**src/sv/peu_pkg.sv**
```systemverilog
// Shared types, constants and color tables for the particle Euler update block.
`timescale 1ns / 1ps

package peu_pkg;

    // Default parameter values for the top level.
    localparam int POSITION_BITS_DEF   = 32;
    localparam int FRAME_FRAC_BITS_DEF = 16;

    // Fixed field widths.
    localparam int KIND_W  = 3;
    localparam int RAMP_W  = 16;
    localparam int RAMP_FRAC_W = 12;
    localparam int RAMP_IDX_W  = RAMP_W - RAMP_FRAC_W;
    localparam int RATE_W  = 4;
    localparam int PAL_W   = 8;

    // Gravity register and the per-item gravity step.
    localparam int GRAV_W      = 12;
    localparam logic [GRAV_W-1:0] GRAVITY_DEFAULT = 12'd800;
    localparam int GRAV_STEP_W = 16;
    // The gravity product is cut down to this many bits before the divide by five.
    localparam int GRAV_T_W     = 18;
    localparam int DIV5_RECIP_W = 16;
    localparam logic [DIV5_RECIP_W-1:0] DIV5_RECIP = 16'd52429;

    // Configuration port.
    localparam int APB_DATA_W = 32;
    localparam int APB_ADDR_W = 3;
    localparam int REG_IDX_W  = APB_ADDR_W - 2;
    localparam logic [REG_IDX_W-1:0] REG_GRAVITY = 1'b0;

    // Ramp rates and table limits.
    localparam logic [RATE_W-1:0] RATE_FIRE     = 4'd5;
    localparam logic [RATE_W-1:0] RATE_EXPLODE  = 4'd10;
    localparam logic [RATE_W-1:0] RATE_EXPLODE2 = 4'd15;
    localparam logic [RAMP_IDX_W-1:0] LIMIT_FIRE = 4'd6;
    localparam logic [RAMP_IDX_W-1:0] LIMIT_FULL = 4'd8;

    typedef enum logic [KIND_W-1:0] {
        KIND_STATIC   = 3'd0,
        KIND_FIRE     = 3'd1,
        KIND_EXPLODE  = 3'd2,
        KIND_EXPLODE2 = 3'd3,
        KIND_BLOB     = 3'd4,
        KIND_BLOB2    = 3'd5,
        KIND_GRAV     = 3'd6,
        KIND_SLOWGRAV = 3'd7
    } t_kind;

    // Per-axis velocity operation. At most one of the scaled terms is active.
    typedef struct packed {
        logic add_fast;   // v + v*ft*4
        logic sub_fast;   // v - v*ft*4
        logic sub_slow;   // v - v*ft
        logic add_grav;   // z lift
        logic sub_grav;   // z pull down
    } t_axis_ctl;

    function automatic logic [PAL_W-1:0] fire_colour(input logic [2:0] idx);
        logic [PAL_W-1:0] c;
        case (idx)
            3'd0:    c = 8'h6d;
            3'd1:    c = 8'h6b;
            3'd2:    c = 8'h06;
            3'd3:    c = 8'h05;
            3'd4:    c = 8'h04;
            3'd5:    c = 8'h03;
            default: c = 8'h00;
        endcase
        return c;
    endfunction

    function automatic logic [PAL_W-1:0] explode_colour(input logic [2:0] idx);
        logic [PAL_W-1:0] c;
        case (idx)
            3'd0:    c = 8'h6f;
            3'd1:    c = 8'h6d;
            3'd2:    c = 8'h6b;
            3'd3:    c = 8'h69;
            3'd4:    c = 8'h67;
            3'd5:    c = 8'h65;
            3'd6:    c = 8'h63;
            default: c = 8'h61;
        endcase
        return c;
    endfunction

    function automatic logic [PAL_W-1:0] explode2_colour(input logic [2:0] idx);
        logic [PAL_W-1:0] c;
        case (idx)
            3'd0:    c = 8'h6f;
            3'd1:    c = 8'h6e;
            3'd2:    c = 8'h6d;
            3'd3:    c = 8'h6c;
            3'd4:    c = 8'h6b;
            3'd5:    c = 8'h6a;
            3'd6:    c = 8'h68;
            default: c = 8'h66;
        endcase
        return c;
    endfunction

endpackage

```
**src/sv/peu_axis.sv**
```systemverilog
// One axis of the update: position step, velocity step and saturation.
`timescale 1ns / 1ps

module peu_axis #(
    parameter int POSITION_BITS   = peu_pkg::POSITION_BITS_DEF,
    parameter int FRAME_FRAC_BITS = peu_pkg::FRAME_FRAC_BITS_DEF
) (
    input  logic signed [POSITION_BITS-1:0]   i_pos,
    input  logic signed [POSITION_BITS-1:0]   i_vel,
    input  logic        [FRAME_FRAC_BITS-1:0] i_ft,
    input  peu_pkg::t_axis_ctl                i_ctl,
    input  logic        [peu_pkg::GRAV_STEP_W-1:0] i_grav,
    output logic signed [POSITION_BITS-1:0]   o_pos,
    output logic signed [POSITION_BITS-1:0]   o_vel
);
    import peu_pkg::*;

    localparam int PROD_W = POSITION_BITS + FRAME_FRAC_BITS + 1;
    localparam int SUM_W  = POSITION_BITS + 18;
    localparam int SLOW_W = PROD_W - FRAME_FRAC_BITS;
    localparam int FAST_W = PROD_W - FRAME_FRAC_BITS + 2;

    logic signed [PROD_W-1:0] prod;
    logic signed [SUM_W-1:0]  slow_x;
    logic signed [SUM_W-1:0]  fast_x;
    logic signed [SUM_W-1:0]  pos_x;
    logic signed [SUM_W-1:0]  vel_x;
    logic signed [SUM_W-1:0]  grav_x;
    logic signed [SUM_W-1:0]  scaled_term;
    logic signed [SUM_W-1:0]  grav_term;
    logic signed [SUM_W-1:0]  pos_sum;
    logic signed [SUM_W-1:0]  vel_sum;

    function automatic logic [POSITION_BITS-1:0] sat_f(input logic [SUM_W-1:0] v);
        logic [SUM_W-POSITION_BITS:0] top;
        logic [POSITION_BITS-1:0]     r;
        top = v[SUM_W-1:POSITION_BITS-1];
        if ((&top) || !(|top)) begin
            r = v[POSITION_BITS-1:0];
        end else if (v[SUM_W-1]) begin
            r = {1'b1, {(POSITION_BITS-1){1'b0}}};
        end else begin
            r = {1'b0, {(POSITION_BITS-1){1'b1}}};
        end
        return r;
    endfunction

    // Exact product of velocity and frame time; the arithmetic shifts below floor it.
    assign prod = i_vel * $signed({1'b0, i_ft});

    assign slow_x = $signed({{(SUM_W-SLOW_W){prod[PROD_W-1]}},
                             prod[PROD_W-1:FRAME_FRAC_BITS]});
    assign fast_x = $signed({{(SUM_W-FAST_W){prod[PROD_W-1]}},
                             prod[PROD_W-1:FRAME_FRAC_BITS-2]});
    assign pos_x  = $signed({{(SUM_W-POSITION_BITS){i_pos[POSITION_BITS-1]}}, i_pos});
    assign vel_x  = $signed({{(SUM_W-POSITION_BITS){i_vel[POSITION_BITS-1]}}, i_vel});
    assign grav_x = $signed({{(SUM_W-GRAV_STEP_W){1'b0}}, i_grav});

    always_comb begin
        if (i_ctl.add_fast) begin
            scaled_term = fast_x;
        end else if (i_ctl.sub_fast) begin
            scaled_term = -fast_x;
        end else if (i_ctl.sub_slow) begin
            scaled_term = -slow_x;
        end else begin
            scaled_term = '0;
        end

        if (i_ctl.add_grav) begin
            grav_term = grav_x;
        end else if (i_ctl.sub_grav) begin
            grav_term = -grav_x;
        end else begin
            grav_term = '0;
        end
    end

    assign pos_sum = pos_x + slow_x;
    assign vel_sum = vel_x + scaled_term + grav_term;

    assign o_pos = $signed(sat_f(pos_sum));
    assign o_vel = $signed(sat_f(vel_sum));

endmodule

```
**config.mk**
```make
export PLATFORM = sky130hd
export DESIGN_NAME = peu_axis
export DESIGN_NICKNAME = d
export VERILOG_FILES = /design/src/sv/peu_pkg.sv /design/src/sv/peu_axis.sv
export SDC_FILE = /design/constraint.sdc
export NUM_CORES = 2
export LEC_CHECK = 0
export ABC_CLOCK_PERIOD_IN_PS = 25400
export BUFFER_PORTS_ARGS = -buffer_cell sky130_fd_sc_hd__buf_2
export CAP_MARGIN = 5
export CORE_MARGIN = 2
export CORE_UTILIZATION = 35
export DETAILED_ROUTE_END_ITERATION = 10
export GPL_ROUTABILITY_DRIVEN = 0
export PLACE_DENSITY = 0.6
export SYNTH_ARGS = -nofsm -noshare
export SYNTH_HDL_FRONTEND = slang
export SYNTH_SLANG_ARGS = --single-unit
```
**constraint.sdc**
```tcl
create_clock -name vclk -period 25.4
set_input_delay 5.08 -clock vclk [all_inputs]
set_output_delay 5.08 -clock vclk [all_outputs]
set_load 0.05 [all_outputs]
```
# [Word-level counts from Yosys, hierarchy flattened]
# Index checks and enable logic that the tools add are counted.
[word_totals] ff_bits=0 inputBits=101 elab_cells=24
[classes] n_addsub=6 multipliers=1 mux=9 n_reduce_logical=8
[op_table] cell="50-bit 2-to-1 mux" n=5
[op_table] cell="32-bit 2-to-1 mux" n=4
[op_table] cell="32-bit by 50-bit adder with 50-bit output" n=1
[op_table] cell="50-bit adder" n=1
[op_table] cell="16-bit negator with 50-bit output" n=1
[op_table] cell="33-bit negator with 50-bit output" n=1
[op_table] cell="35-bit negator with 50-bit output" n=1
[op_table] cell="32-bit by 17-bit multiplier with 49-bit output" n=1
[op_table] cell="19-bit AND reduction" n=2
[op_table] cell="19-bit OR reduction" n=2
[op_table] cell="32-bit by 33-bit adder with 34-bit output" n=1
[op_table] cell="1-bit zero test" n=2
[op_table] cell="1-bit logical OR" n=2

# [Depth between registers and ports, before layout]
[depth] word_depth=11 depth_mapped=49 ltp_nobuf=44

# [Worst setup path after synthesis]
# OpenSTA, ideal clock, no wires.
[synth_path] path_type="input to output" start="input port i_vel[5]" end="output port o_vel[1]" arrival_time_ns=16.056 t_required_ns=20.320 slack_ns=4.264 stages=44 path_cell_list="clkbuf_1 -> and2_1 -> fa_1 -> inv_1 -> fa_1 -> fa_1 -> fa_1 -> inv_1 -> fa_1 -> inv_1 -> fa_1 -> inv_1 -> ha_1 -> clkbuf_1 -> a211oi_1 -> a31o_2 -> or2_1 -> a32o_1 -> [... 8 more ...] -> o41ai_1 -> or3_1 -> fa_1 -> inv_1 -> ha_1 -> inv_1 -> a21oi_1 -> or2_2 -> nor3_1 -> a21oi_1 -> a221oi_1 -> o221ai_1 -> a211oi_1 -> xnor2_1 -> nand3_1 -> o41ai_2 -> buf_6 -> a21o_1"
[synth_between] elab_chain_len=11 elab_cells_between_ends=14 cone_classes="add/sub: 4; mul: 1; mux: 5; reduce/logical: 4"
[synth_rtl] element="start, declared" line="peu_axis.sv:9" rtl="input logic signed [POSITION_BITS-1:0] i_vel,"
[synth_rtl] element="32-bit by 17-bit multiplier with 49-bit output" line="peu_axis.sv:49" rtl="assign prod = i_vel * $signed({1'b0, i_ft});"
[synth_rtl] element="33-bit negator with 50-bit output" line="peu_axis.sv:65" rtl="scaled_term = -slow_x;"
[synth_rtl] element="50-bit 2-to-1 mux" line="peu_axis.sv:64" rtl="end else if (i_ctl.sub_slow) begin"
[synth_rtl] element="50-bit 2-to-1 mux" line="peu_axis.sv:62" rtl="end else if (i_ctl.sub_fast) begin"
[synth_rtl] element="50-bit 2-to-1 mux" line="peu_axis.sv:60" rtl="if (i_ctl.add_fast) begin"
[synth_rtl] element="32-bit by 50-bit adder with 50-bit output *" line="peu_axis.sv:80" rtl="assign vel_sum = vel_x + scaled_term + grav_term;"
[synth_rtl] element="50-bit adder *" line="peu_axis.sv:80"
[synth_rtl] element="19-bit OR reduction" line="peu_axis.sv:38" rtl="if ((&top) || !(|top)) begin"
[synth_rtl] element="1-bit zero test" line="peu_axis.sv:38"
[synth_rtl] element="1-bit logical OR" line="peu_axis.sv:38"
[synth_rtl] element="32-bit 2-to-1 mux *" line="peu_axis.sv:38"
[synth_rtl] element="end, declared" line="peu_axis.sv:14" rtl="output logic signed [POSITION_BITS-1:0] o_vel"
# Mark *: on every way between the ends. The rest lies on a longest branch, timed or not.

# [Final worst setup path]
[layout_path] start="input port i_ft[10]" end="output port o_vel[2]"
[layout_between] elab_chain_len=11 elab_cells_between_ends=14 cone_classes="add/sub: 4; mul: 1; mux: 5; reduce/logical: 4"
[layout_rtl] element="start, declared" line="peu_axis.sv:10" rtl="input logic [FRAME_FRAC_BITS-1:0] i_ft,"
[layout_rtl] element="32-bit by 17-bit multiplier with 49-bit output *" line="peu_axis.sv:49"
[layout_rtl] element="33-bit negator with 50-bit output" line="peu_axis.sv:65"
[layout_rtl] element="50-bit 2-to-1 mux" line="peu_axis.sv:64"
[layout_rtl] element="50-bit 2-to-1 mux" line="peu_axis.sv:62"
[layout_rtl] element="50-bit 2-to-1 mux *" line="peu_axis.sv:60"
[layout_rtl] element="32-bit by 50-bit adder with 50-bit output *" line="peu_axis.sv:80"
[layout_rtl] element="50-bit adder *" line="peu_axis.sv:80"
[layout_rtl] element="19-bit OR reduction" line="peu_axis.sv:38"
[layout_rtl] element="1-bit zero test" line="peu_axis.sv:38"
[layout_rtl] element="1-bit logical OR" line="peu_axis.sv:38"
[layout_rtl] element="32-bit 2-to-1 mux *" line="peu_axis.sv:38"
# Marks and branches as above.

==> summary by stage <==
Run status
The run finished with clean final reports.

Route
The detailed router put a total of 35400 µm of wire on met1. After detailed routing, the total wire length is 84800 µm. The via count is 23809. The violation count after the first detailed-routing iteration is 1551. In the detailed route, the total length drawn on met3 is 4360 µm. Dividing the detail-routed wire length by the instance count gives 18.6 µm. Once detail routing completed, the nets flagged for antenna violations numbered 0. After detailed routing, the met2 layer carries 42100 µm of wire. The first-pass detailed-route iteration total is 5. The number of remaining DRC errors is 0. The routed via count divided by cell count is 5.21. The highest routed metal layer is met4.

Timing
The slew at the pin closest to its max-slew limit is 1.10 ns. The tightest hold margin is 10.77 ns. The post-layout minimum cycle time is 22.99 ns.

The final-report setup violation count is 0. The period utilization is 0.905. The max-slew violation total from the final report is 0.

The number of hold violations in the final report is 0. The final setup TNS is 0 ns. Setup repair after global routing left no endpoint under its margin. Timing would allow up to 43.5 MHz. The normalized max-slew margin is 0.268.

Clock network
After clock tree synthesis, the flow added hold-fix buffers numbering 0. The total setup buffers inserted after CTS is 0. The number of gates resized after CTS is 0.

GRT
The initial antenna violation count is 4. Across every metal layer, demand over resource in global routing totals 0.212. The maximum number of pins on one net before global-route repair is 52. The overflow left after global routing is 0. The via count of the first global-routing pass was 24951. The wire length of the first global-routing pass is 138000 µm.

Yosys
Of the post-synthesis cell area, the dominant cell type holds 0.389. In this run the cell area of the synthesized design comes to 27700 µm². The share of the Yosys chip area taken by registers is 0. The average footprint of a synthesized cell is 7.92 µm². The post-synthesis cell type with the largest combined area is fa_1. The cell count after synthesis came out at 3499. The synthesis warning total is 0. Ranked by total cell area, the synthesized netlist is headed by fa_1 39%, inv_1 10%, ha_1 9.0%. When the netlist entered floorplanning its net count stood at 4338. The netlist uses 98 different library cells.

Layout
There are 0 flip-flops and latches. In the final layout, the share of cells above drive strength 1 is 0.0706. The layout has 0 clock buffers. Compared with the post-synthesis result, the final layout area differs by 5.84%. The library cell used most frequently in the layout, excluding fill and tap cells, is inv_1. The register area is 0 µm².

The finished cells cover 29300 µm². At the end of the flow, the number of nets in the layout was 4354. In the layout the commonest cells are 759 x inv_1, 538 x fa_1, 414 x nand2_1, 247 x and2_1, 200 x ha_1.

Worst hold path
In this run the worst hold path is classified as input port to output pin.

Placed design
Once detailed placement completed, the half-perimeter wirelength came to 70800 µm. The instance area at placement is 29300 µm². The count of input and output buffers is 165.

Critical path
The critical path in this run is classified as input port to output pin. The worst endpoint data arrival time is 17.91 ns. STA classifies the critical path startpoint as an input port. Of all nets on the critical path, the largest fanout is 31. For this design, the slowest cell found on the critical path is nor4_1.

At the worst endpoint, the required time is 20.32 ns. The delay of the slowest cell on the worst path is 0.80 ns. The worst setup path is captured at an output pin.

Floorplan
The floorplan die area is 81400 µm². The die boundary width is 285 µm. The chip height is 285 µm. The top-level port count is 165. Row generation in the floorplan step produced 103 rows. After floorplanning, the core was sized to cover 78600 µm². The effective utilization at floorplan is 0.352.

Job
The tool flagged a number of max-cap violations equal to 0.
-- layer usage --
layer,vias up,track usage
met5,-,0
met4,0,0.0637
met3,130,0.0178
met2,729,0.375
met1,11894,0.274
li1,11056,-
-- Yosys cell counts (8+ instances only) --
cell type,number
inv_1,759
fa_1,538
nand2_1,414
and2_1,247
ha_1,200
a21oi_1,157
clkbuf_1,147
nor2_1,130
o21ai_0,115
a21o_1,112
xnor2_1,87
nor3_1,46
xor2_1,41
nand4_1,34
nand3_1,33
nand2b_1,26
a211oi_1,24
o21a_1,24
and3_1,23
a22oi_1,21
o211ai_1,20
a31oi_1,18
o21bai_1,18
o31ai_1,18
nor2b_1,16
nor4_1,13
or2_2,13
or3_1,12
a31o_2,10
a221oi_1,9
buf_2,9
a221o_1,8
o221ai_1,8
-- area by class of cell --
| type | instances | area [µm²] |
|---|---|---|
| Antenna cell | 4 | 10.0 |
| Fill cell | 8381 | 49300 |
| Inverter | 762 | 2860 |
| Multi-Input combinational cell | 2572 | 24200 |
| Tap cell | 1050 | 1310 |
| Timing Repair Buffer | 179 | 931 |
-- critical path: cells and delay by family --
| family | cells | cell delay [ns] |
|---|---|---|
| and+or+nand+nor | 14 | 3.83 |
| buffers and inverters | 11 | 1.95 |
| adders and majority gates | 9 | 4.35 |
| AOI/OAI and AO/OA | 7 | 1.90 |
| muxes | 1 | 0.31 |
| xor gates and xnor gates | 2 | 0.45 |
-- worst paths after layout --
kind	start	to	slack, ns	cells past startpoint
worst max-delay path	i_ft[10]	o_vel[2]	2.41	44
worst min-delay path	i_pos[0]	o_pos[0]	10.77	5
-- per-stage QoR --
step | worst slack, ns | instances | utilization
2_1_floorplan | 4.26 | 3499 | -
3_3_place_gp | 2.62 | 4563 | 0.373
3_5_place_dp | 2.61 | 4563 | 0.373
4_1_cts | 2.55 | 4563 | 0.373
5_1_grt | 1.47 | 4566 | 0.373
6_report | 2.41 | 4567 | 0.373
-- kinds of logic after synthesis --
logic type	synth area share
muxes	0.00538
AOI/OAI and AO/OA	0.157
buffers and inverters	0.127
xor gates and xnor gates	0.0422
and+or+nand+nor	0.189
adders and majority gates	0.479
Power is left out: the tool's default activity adds up to more than one toggle a clock period on the data nets, which glitch-free logic cannot reach.
